## config.mk

```make
export PLATFORM = sky130hd
export DESIGN_NAME = lru_page_replacement
export DESIGN_NICKNAME = d
export VERILOG_FILES = /design/src/rtl/lpr_pkg.sv /design/src/rtl/lpr_cell.sv /design/src/rtl/lru_page_replacement.sv
export SDC_FILE = /design/constraint.sdc
export NUM_CORES = 1
export LEC_CHECK = 0
export ABC_AREA = 1
export BUFFER_PORTS_ARGS = -buffer_cell sky130_fd_sc_hd__buf_4
export CORE_UTILIZATION = 45
export CTS_CLUSTER_SIZE = 12
export DETAILED_ROUTE_END_ITERATION = 7
export GPL_TIMING_DRIVEN = 0
export PLACE_DENSITY = 0.7
export SETUP_SLACK_MARGIN = 0.4
export SLEW_MARGIN = 30
export SYNTH_ARGS = -nofsm -noshare
export SYNTH_HDL_FRONTEND = slang
export SYNTH_SLANG_ARGS = --single-unit
```

## constraint.sdc

```tcl
create_clock -name clk -period 5.2 [get_ports clk]
set_input_delay 1.3 -clock clk [delete_from_list [all_inputs] [get_ports clk]]
set_output_delay 1.3 -clock clk [all_outputs]
set_load 0.005 [all_outputs]
```

## src/rtl/lpr_pkg.sv

```systemverilog
`default_nettype none

package lpr_pkg;

  // Default table size and page width
  localparam int FRAMES_DEF    = 8;
  localparam int PAGE_BITS_DEF = 16;

  // Configuration register: frames the table may fill and replace among
  localparam int               CFG_W     = 4;
  localparam logic [CFG_W-1:0] CFG_RESET = 4'd8;

  // Running totals
  localparam int               COUNT_W   = 32;
  localparam logic [COUNT_W-1:0] COUNT_MAX = '1;

  // Control states, one-hot
  typedef enum logic [2:0] {
    ST_IDLE   = 3'b001,
    ST_SEARCH = 3'b010,
    ST_UPDATE = 3'b100
  } state_t;

endpackage

`default_nettype wire

```

## src/rtl/lpr_cell.sv

```systemverilog
`default_nettype none

module lpr_cell #(
  parameter int  FRAMES    = 8,
  parameter int  PAGE_BITS = 16,
  parameter int  IDX       = 0,
  parameter type lookup_t  = logic,
  parameter type update_t  = logic,
  parameter type carry_t   = logic
) (
  input  logic    clk,
  input  logic    rst,
  input  lookup_t lookup,
  input  update_t update,
  input  carry_t  carry_in,
  output carry_t  carry_out
);

  localparam int FB    = (FRAMES > 1) ? $clog2(FRAMES) : 1;
  localparam int CNT_W = $clog2(FRAMES + 1);
  localparam logic [FB-1:0]    IDX_F = IDX[FB-1:0];
  localparam logic [CNT_W-1:0] IDX_C = IDX[CNT_W-1:0];

  logic [PAGE_BITS-1:0] page;
  logic [FB-1:0]        rank;
  logic                 match;
  logic                 covered;
  logic                 take_vic;
  carry_t               carry_next;

  // Compare against the searched page and bid for victim
  assign match    = (IDX_C < lookup.look) && (page == lookup.page);
  assign covered  = IDX_C < lookup.active;
  assign take_vic = covered && ((IDX == 0) || (rank > carry_in.vic_rank));

  always_comb begin
    carry_next = carry_in;
    if (!carry_in.found && match) begin
      carry_next.found    = 1'b1;
      carry_next.hit_idx  = IDX_F;
      carry_next.hit_rank = rank;
    end
    if (take_vic) begin
      carry_next.vic_idx  = IDX_F;
      carry_next.vic_rank = rank;
      carry_next.vic_page = page;
    end
  end

  // Hand the search token to the next cell
  always_ff @(posedge clk) begin
    carry_out <= carry_next;
  end

  // Apply the broadcast update: chosen frame goes most recent, newer ones age
  always_ff @(posedge clk) begin
    if (rst) begin
      rank <= '0;
    end else if (update.en) begin
      if (update.frame == IDX_F) begin
        rank <= '0;
      end else if ((IDX_C < update.filled) && (rank < update.old_rank)) begin
        rank <= rank + 1'b1;
      end
    end
  end

  // Store the new page in the chosen frame
  always_ff @(posedge clk) begin
    if (update.en && update.write && (update.frame == IDX_F)) begin
      page <= lookup.page;
    end
  end

endmodule

`default_nettype wire

```

## src/rtl/lru_page_replacement.sv

```systemverilog
// Channel  | Ports                                         | Handshake
// ---------+-----------------------------------------------+---------------------------
// item in  | page                                          | taken when start && !busy
// result   | hit frame evicted evicted_page hit_count      | valid while done is high
//          | fault_count                                   |
// config   | cfg_wr_data                                   | written when cfg_wr_en
//
// For each reference the search token walks the row of frame cells one cell
// per cycle, then the update state moves ranks and pages. A new item is taken
// in the cycle that done is shown. Synchronous reset empties the table, clears
// ranks and totals and loads the frame count with 8. The done strobe is high for
// a single cycle; the result cannot be stalled.
`default_nettype none

module lru_page_replacement #(
  parameter int FRAMES    = lpr_pkg::FRAMES_DEF,
  parameter int PAGE_BITS = lpr_pkg::PAGE_BITS_DEF
) (
  input  logic                                 clk,
  input  logic                                 rst,
  input  logic                                 start,
  output logic                                 busy,
  input  logic [PAGE_BITS-1:0]                 page,
  input  logic                                 cfg_wr_en,
  input  logic [lpr_pkg::CFG_W-1:0]            cfg_wr_data,
  output logic                                 done,
  output logic                                 hit,
  output logic [((FRAMES > 1) ? $clog2(FRAMES) : 1)-1:0] frame,
  output logic                                 evicted,
  output logic [PAGE_BITS-1:0]                 evicted_page,
  output logic [lpr_pkg::COUNT_W-1:0]          hit_count,
  output logic [lpr_pkg::COUNT_W-1:0]          fault_count
);

  import lpr_pkg::*;

  localparam int FB    = (FRAMES > 1) ? $clog2(FRAMES) : 1;
  localparam int CNT_W = $clog2(FRAMES + 1);
  localparam int NW    = (CNT_W > CFG_W) ? CNT_W : CFG_W;
  localparam logic [NW-1:0]    FRAMES_N  = NW'(FRAMES);
  localparam logic [CNT_W-1:0] FRAMES_C  = CNT_W'(FRAMES);
  localparam logic [FB-1:0]    LAST_STEP = FB'(FRAMES - 1);

  typedef struct packed {
    logic [PAGE_BITS-1:0] page;
    logic [CNT_W-1:0]     look;
    logic [CNT_W-1:0]     active;
  } lookup_t;

  typedef struct packed {
    logic             en;
    logic             write;
    logic [FB-1:0]    frame;
    logic [FB-1:0]    old_rank;
    logic [CNT_W-1:0] filled;
  } update_t;

  typedef struct packed {
    logic                 found;
    logic [FB-1:0]        hit_idx;
    logic [FB-1:0]        hit_rank;
    logic [FB-1:0]        vic_idx;
    logic [FB-1:0]        vic_rank;
    logic [PAGE_BITS-1:0] vic_page;
  } carry_t;

  state_t               state;
  state_t               state_next;
  logic [CFG_W-1:0]     frames_in_use;
  logic [FB-1:0]        step;
  logic [PAGE_BITS-1:0] page_q;
  logic [CNT_W-1:0]     filled;
  logic [COUNT_W-1:0]   hit_total;
  logic [COUNT_W-1:0]   fault_total;
  logic [NW-1:0]        cfg_ext;
  logic [CNT_W-1:0]     active;
  logic                 room;
  logic                 accept;
  lookup_t              lookup;
  update_t              update;
  carry_t               chain [FRAMES+1];
  carry_t               tail;

  assign busy   = (state != ST_IDLE);
  assign accept = start && !busy;

  // Clamp the frame count into 1 .. FRAMES
  assign cfg_ext = NW'(frames_in_use);
  always_comb begin
    priority if (cfg_ext == '0) begin
      active = CNT_W'(1);
    end else if (cfg_ext > FRAMES_N) begin
      active = FRAMES_C;
    end else begin
      active = CNT_W'(cfg_ext);
    end
  end

  assign room          = filled < active;
  assign lookup.page   = page_q;
  assign lookup.active = active;
  assign lookup.look   = room ? filled : active;

  // Seed the search token at the head of the row
  assign chain[0] = '{found: 1'b0, hit_idx: '0, hit_rank: '0,
                      vic_idx: '0, vic_rank: '0, vic_page: '0};

  // Row of frame cells
  for (genvar i = 0; i < FRAMES; i++) begin : g_cell
    lpr_cell #(
      .FRAMES    (FRAMES),
      .PAGE_BITS (PAGE_BITS),
      .IDX       (i),
      .lookup_t  (lookup_t),
      .update_t  (update_t),
      .carry_t   (carry_t)
    ) u_cell (
      .clk       (clk),
      .rst       (rst),
      .lookup    (lookup),
      .update    (update),
      .carry_in  (chain[i]),
      .carry_out (chain[i+1])
    );
  end

  assign tail = chain[FRAMES];

  // Pick the frame to touch: hit frame, next empty frame, or the LRU victim
  always_comb begin
    update.en     = (state == ST_UPDATE);
    update.filled = filled;
    priority if (tail.found) begin
      update.write    = 1'b0;
      update.frame    = tail.hit_idx;
      update.old_rank = tail.hit_rank;
    end else if (room) begin
      update.write    = 1'b1;
      update.frame    = FB'(filled);
      update.old_rank = FB'(filled);
    end else begin
      update.write    = 1'b1;
      update.frame    = tail.vic_idx;
      update.old_rank = tail.vic_rank;
    end
  end

  // Advance the control sequence
  always_comb begin
    state_next = state;
    unique case (state)
      ST_IDLE: begin
        if (start) state_next = ST_SEARCH;
      end
      ST_SEARCH: begin
        if (step == LAST_STEP) state_next = ST_UPDATE;
      end
      ST_UPDATE: begin
        state_next = ST_IDLE;
      end
      default: begin
        state_next = ST_IDLE;
      end
    endcase
  end

  always_ff @(posedge clk) begin
    if (rst) begin
      state <= ST_IDLE;
      step  <= '0;
    end else begin
      state <= state_next;
      if (state == ST_SEARCH) begin
        step <= step + 1'b1;
      end else begin
        step <= '0;
      end
    end
  end

  // Hold the referenced page for the whole search
  always_ff @(posedge clk) begin
    if (accept) begin
      page_q <= page;
    end
  end

  // Configuration register
  always_ff @(posedge clk) begin
    if (rst) begin
      frames_in_use <= CFG_RESET;
    end else if (cfg_wr_en) begin
      frames_in_use <= cfg_wr_data;
    end
  end

  // Fill count and saturating totals
  always_ff @(posedge clk) begin
    if (rst) begin
      filled      <= '0;
      hit_total   <= '0;
      fault_total <= '0;
    end else if (state == ST_UPDATE) begin
      if (tail.found) begin
        if (hit_total != COUNT_MAX) hit_total <= hit_total + 1'b1;
      end else begin
        if (fault_total != COUNT_MAX) fault_total <= fault_total + 1'b1;
        if (room) filled <= filled + 1'b1;
      end
    end
  end

  // Result strobe
  always_ff @(posedge clk) begin
    if (rst) begin
      done <= 1'b0;
    end else begin
      done <= (state == ST_UPDATE);
    end
  end

  // Result payload
  always_ff @(posedge clk) begin
    if (state == ST_UPDATE) begin
      hit          <= tail.found;
      frame        <= update.frame;
      evicted      <= !tail.found && !room;
      evicted_page <= (!tail.found && !room) ? tail.vic_page : '0;
    end
  end

  assign hit_count   = hit_total;
  assign fault_count = fault_total;

  // A result follows only from the update cycle
  a_done_after_update: assert property (@(posedge clk) disable iff (rst)
    done |-> $past(state == ST_UPDATE))
    else $error("result strobe without an update cycle");

  // The block stays busy after taking an item
  a_busy_after_accept: assert property (@(posedge clk) disable iff (rst)
    accept |=> busy)
    else $error("item taken but block not busy");

  // The fill count never passes the table size
  a_filled_bound: assert property (@(posedge clk) disable iff (rst)
    filled <= FRAMES_C)
    else $error("fill count beyond table size");

  // A hit leaves the fault total alone and never evicts
  a_hit_no_fault: assert property (@(posedge clk) disable iff (rst)
    (done && hit) |-> ($stable(fault_count) && !evicted))
    else $error("hit changed fault total or evicted");

  // Eviction only when the covered frames are all filled
  a_evict_full: assert property (@(posedge clk) disable iff (rst)
    (state == ST_UPDATE && !tail.found && !room) |-> (filled >= active))
    else $error("eviction with an empty frame left");

endmodule

`default_nettype wire

```

# Word-level counts from Yosys, hierarchy flattened
# Cells that the tools add are included.
# totals
input_bits,24
reg_bits,493
out_inout_bits,87
word_cells,267
# classes
bitwise,2
add_sub_neg,12
order_cmp,41
n_mux,39
n_reduce_logical,74
eq_ne,24
# op_table
cell,n
$mux W19,7
$eq A16 B16 Y1,8
$mux W3,25
$add A32 B1 Y32 const B,2
$ne A32 B32 Y1 const B,2
$lt A3 B4 Y1 const A,12
$logic_and A1 B1 Y1,41
$add A3 B1 Y3 const B,9
$lt A1 B4 Y1 const A,6
$lt A2 B4 Y1 const A,6
$lt A3 B3 Y1,8
$gt A3 B3 Y1,7
$eq A3 B3 Y1 const B,6
$reduce_and A2 Y1,9
$reduce_bool A2 Y1,8
$mux W7,2
$mux W4,3
$logic_not A1 Y1,10
$eq A3 B2 Y1 const B,3
$reduce_and A3 Y1,3
$eq A3 B1 Y1 const B,2
$mux W6,1
$pmux W3 S2,1
$add A4 B1 Y4 const B,1
other kinds (8),10

# Longest topological paths before layout
# depth
word_depth,10
ltp_mapped,20

# Modules after synthesis
# A second synthesis with hierarchy kept.
# hier_totals
cells_unflattened,2807
hier_area_um2,22584.2
# by_module_without_submodules
module,seq_area_each_um2,cells_per_inst,area_per_inst_um2,instances
lru_page_replacement,2692.6,874,6282.3,1
lpr_cell at g_cell[4].u_cell,1121.1,245,2083.2,1
lpr_cell at g_cell[3].u_cell,1121.1,240,2075.7,1
lpr_cell at g_cell[2].u_cell,1121.1,251,2052.0,1
lpr_cell at g_cell[1].u_cell,1121.1,242,2049.5,1
lpr_cell at g_cell[5].u_cell,1121.1,241,2024.4,1
lpr_cell at g_cell[6].u_cell,1121.1,249,2018.2,1
lpr_cell at g_cell[7].u_cell,1121.1,240,2004.4,1
lpr_cell at g_cell[0].u_cell,1121.1,225,1994.4,1

# Worst setup path before layout
# Ideal clock, no wire load.
# synth_path
path_kind,flip-flop to flip-flop
start,"register frames_in_use[1], in the netlist cfg_ext[1]"
end,"register g_cell[4].u_cell.page[0], enable pin"
stages_incl_launch_ff,17
setup_ns,0.389
t_required_ns,4.811
period_less_slack_ns,2.957
path_slack_ns,2.243
path_buffers,0
t_arrival_ns,2.569
path_cell_list,dfxtp_1 > nor2_1 > nand2_1 > a21oi_1 > inv_1 > ha_1 > nand2_1 > nand2_2 > nand2_4 > nand3_1 > nand2_1 > inv_1 > nand2_1 > nand2_4 > nor2_4 > nand3_1 > nor2_1
# synth_rtl
element,line,source
start: declaration,lru_page_replacement.sv:69,logic [CFG_W-1:0] frames_in_use;
start signal: assignment,lru_page_replacement.sv:193,frames_in_use <= cfg_wr_data;
end signal: assignment,lpr_cell.sv:71,page <= lookup.page;
end: declaration,lpr_cell.sv:24,logic [PAGE_BITS-1:0] page;

# Worst setup path in the final report
# layout_path
start,"register frames_in_use[1], in the netlist cfg_ext[1]"
end,"register g_cell[2].u_cell.page[8], enable pin"
# layout_via
elab_chain_len,8
word_cells_on_any_way,9
classes_between,order compare (2); eq/ne (1); mux (4); reduce/logical (2)
# layout_rtl
element,line,source
$gt A4 B4 Y1,lru_page_replacement.sv:92,end else if (cfg_ext > FRAMES_N) begin
$mux W4,lru_page_replacement.sv:92,
$mux W4 *,lru_page_replacement.sv:90,priority if (cfg_ext == '0) begin
$lt A4 B4 Y1 *,lru_page_replacement.sv:99,assign room = filled < active;
$mux W6 *,lru_page_replacement.sv:137,end else if (room) begin
$mux W7 *,lru_page_replacement.sv:133,priority if (tail.found) begin
$eq A3 B2 Y1 *,lpr_cell.sv:70,if (update.en && update.write && (update.frame == IDX_F)) begin
$logic_and A1 B1 Y1 *,lpr_cell.sv:70,
end signal: assignment,lpr_cell.sv:71,
end: declaration,lpr_cell.sv:24,
# Mark *: on every way between the ends. The rest lies on a longest branch, timed or not.
# A chain may end at the register's enable or synchronous reset.

==> out/qor.csv <==
stage,metric,value,unit
finish,Post-Route Utilization,53.6,%
global_routing,vias in the first global route,14800,
clock_network,hold buffer count at CTS,0,
floorplanning,Initial Util,46.0,%
place,number of port buffers,109,
clock_network,Clock Path Buffers,3,
detailed_routing,routed via count,15500,
clock_network,post-CTS sizing,0,
global_routing,initial antenna violation count,0,
detailed_routing,via/cell ratio,5.18,
synth,syn_nets,2265,
synth,Synth Area per Inst,9.07,µm²
timing,setup TNS,0,ns
synth,most common cell in the netlist,nand2_1,
floorplanning,Die Y,213,µm
timing,Slew Limit Fails,0,
global_routing,largest net degree at the start of global routing,26,
clock_network,clk_lat worst skew,0.61,ns
critical_path,kind of critical path,reg -> reg,
floorplanning,die area,45200,µm²
finish,Synth-to-Final Area Change,16.5,%
critical_path,Worst EP required,5.42,ns
timing,Setup-failing EPs final,0,
critical_path,Reg2Reg Setup Slack,1.65,ns
synth,largest area contributor in the netlist,dfxtp_1,
synth,Ys Warns,0,
synth,top_reg_cell synth,dfxtp_1,
synth,sequential share of the synthesized area,57.0,%
clock_network,CTS Sinks,486,
outcome,outcome,finished clean,
synth,dominant cells by area after synthesis,"dfxtp_1 (32%), edfxtp_1 (25%), nand2_1 (9.5%)",
global_routing,gr usage total,22.5,%
finish,Final #Nets,2429,
timing,Hold WS,0.410,ns
finish,Post-Layout Inst Area,23300,µm²
critical_path,crit-path max FO,16,
global_routing,GR Overflow Total,0,
pwr,Final Power,0.00792,W
detailed_routing,drt initial violations,1237,
timing,maximum clock frequency,282,MHz
floorplanning,Die W,213,µm
detailed_routing,Routed Antenna Nets,0,
synth,Cells after Synth,2202,
floorplanning,IO Pins,111,
clock_network,Setup Buffers After CTS,0,
floorplanning,placeable core region,43500,µm²
timing,RSZ-0062 raised after global routing,no,
critical_path,Startpoint Class,flop,
synth,Mapped Area,20000,µm²
critical_path,Setup crit end kind,flop,
global_routing,first-pass GRT wire length,78700,µm
timing,worst-margin pin slew,0.848,ns
detailed_routing,DRC,0,
clock_network,H-tree Lvls,2,
min_path,HP Class,reg -> reg,
place,placed instance area,21600,µm²
critical_path,CP arrival,3.77,ns
finish,share of cells above drive strength 1,12.3,%
pwr,Pwr Density,340,nW/µm²
pwr,Worst VDD drop,0.264,mV
place,detailed placement HPWL,38900,µm
detailed_routing,drt wl/cell,17.0,µm
timing,Final Hold Vio Count,0,
clock_network,Num CTS Buffers,51,
timing,minimum clock period,3.55,ns
timing,clk_skew,0.0150,ns
detailed_routing,Post-Route WL,50900,µm
synth,share of the synthesized area in the top cell type,32.2,%
synth,#FFs+latches synth,486,
synth,Synth top cells by count,"nand2_1 (506), dfxtp_1 (321), inv_1 (255)",
clock_network,Root Buffer,clkbuf_16,
clock_network,"Clk pin slew, worst setup/hold paths",0.06,ns
pwr,LEAKAGE,9.55,nW
synth,Synth async-reset ratio,0,%
floorplanning,std cell rows,76,
place,Routability Congestion,0.995,
timing,period utilization,68.3,%
finish,ANT cells,0,
clock_network,CTS tree,yes,
finish,fillcell total,3869,
run,Max Cap Viol,0,
detailed_routing,DRT Pass-1 Iters,6,
synth,"EDFF count, synth",165,
timing,Slew headroom,43.4,%
synth,"Distinct cells, synth",61,
[flip-flops by register name, summed over array words and instances, names as in the netlist, 3 cells and up]
register                 cells
g_cell.u_cell.page         128
state                        3
evicted_page                16
g_cell.u_cell.rank          24
filled                       4
g_cell.u_cell.carry_out    218
frame                        3
step                         3
page_q                      16
cfg_ext                      4
hit_count                   32
fault_count                 32
[metrics by stage]
stage,setup slack (ns),std cells
6_report,1.65,2993
5_1_grt,1.42,2993
4_1_cts,1.58,2993
3_5_place_dp,1.67,2898
3_3_place_gp,1.30,2896
2_1_floorplan,2.24,2202
[worst paths after layout]
kind | cells past startpoint | from | endpoint
worst max-delay path | 14 | cfg_ext[1]$_SDFFE_PP0P_ | g_cell[2].u_cell.page[8]$_DFFE_PP_
worst min-delay path | 2 | g_cell[2].u_cell.carry_out[26]$_SDFF_PP1_ | g_cell[3].u_cell.carry_out[26]$_SDFF_PP1_
worst max register to register | 14 | cfg_ext[1]$_SDFFE_PP0P_ | g_cell[2].u_cell.page[8]$_DFFE_PP_
worst min register to register | 2 | g_cell[2].u_cell.carry_out[26]$_SDFF_PP1_ | g_cell[3].u_cell.carry_out[26]$_SDFF_PP1_
[report_power, final]
| group | total, W | internal (W) | switching (W) |
|---|---|---|---|
| Clock | 0.00362 | 0.00214 | 0.00148 |
| Sequential | 0.00402 | 0.00397 | 0.0000479 |
| Combinational | 0.000285 | 0.0000907 | 0.000195 |
[area by class of cell]
class | instances | area, µm² | share of cell area, %
Sequential cell | 486 | 11400 | 48.9
Multi-Input combinational cell | 1366 | 7280 | 31.3
Clock buffer | 82 | 1500 | 6.46
Inverter | 270 | 1010 | 4.35
Timing Repair Buffer | 111 | 850 | 3.65
Tap cell | 585 | 732 | 3.14
Buffer | 80 | 337 | 1.45
Clock inverter | 13 | 185 | 0.795
[kinds of logic after synthesis]
logic type / synth area share, %
mux: 1.58
xor+xnor: 3.68
flops: 57.0
fa+ha+maj: 2.44
simple gates: 19.6
buf+inv: 6.75
compound gates: 9.00
[layout by cell type (no fill, tap or decap), types with 7 or more instances in the layout]
| cell | count |
|---|---|
| nand2_1 | 506 |
| dfxtp_1 | 321 |
| inv_1 | 255 |
| edfxtp_1 | 165 |
| o21ai_0 | 139 |
| nor2_1 | 121 |
| buf_4 | 110 |
| a21oi_1 | 104 |
| nand3_1 | 96 |
| clkbuf_1 | 75 |
| xor2_1 | 55 |
| clkbuf_16 | 52 |
| nor3_1 | 50 |
| ha_1 | 39 |
| o22ai_1 | 31 |
| xnor2_1 | 29 |
| nand4_1 | 28 |
| mux2_2 | 28 |
| nor4_1 | 22 |
| buf_2 | 19 |
| nor2_2 | 13 |
| inv_2 | 11 |
| o21ai_1 | 10 |
| or2_2 | 10 |
| a221oi_1 | 9 |
| clkbuf_8 | 9 |
| nor3b_1 | 7 |
[layer usage]
metal	vias to the layer above	track usage, %	wire length, µm
met3	107	3.57	3640
met1	7233	30.5	22400
met4	0	7.89	1470
met2	561	36.4	23500
met5	-	0	0
li1	7607	-	-
[critical path: stages, from the launching register on]
cell and delay, ns:
dfxtp_1 0.36, nor2_1 0.25, nand2_1 0.08, a21oi_1 0.22, inv_1 0.07, ha_1 0.27
nand2_1 0.08, nand2_2 0.07, nand2_4 0.11, nand2_8 0.10, nand2_4 0.14, inv_2 0.07
a21oi_4 0.40, nand3_1 0.24, nor2_2 0.69
Power figures use the tool's default switching activity.
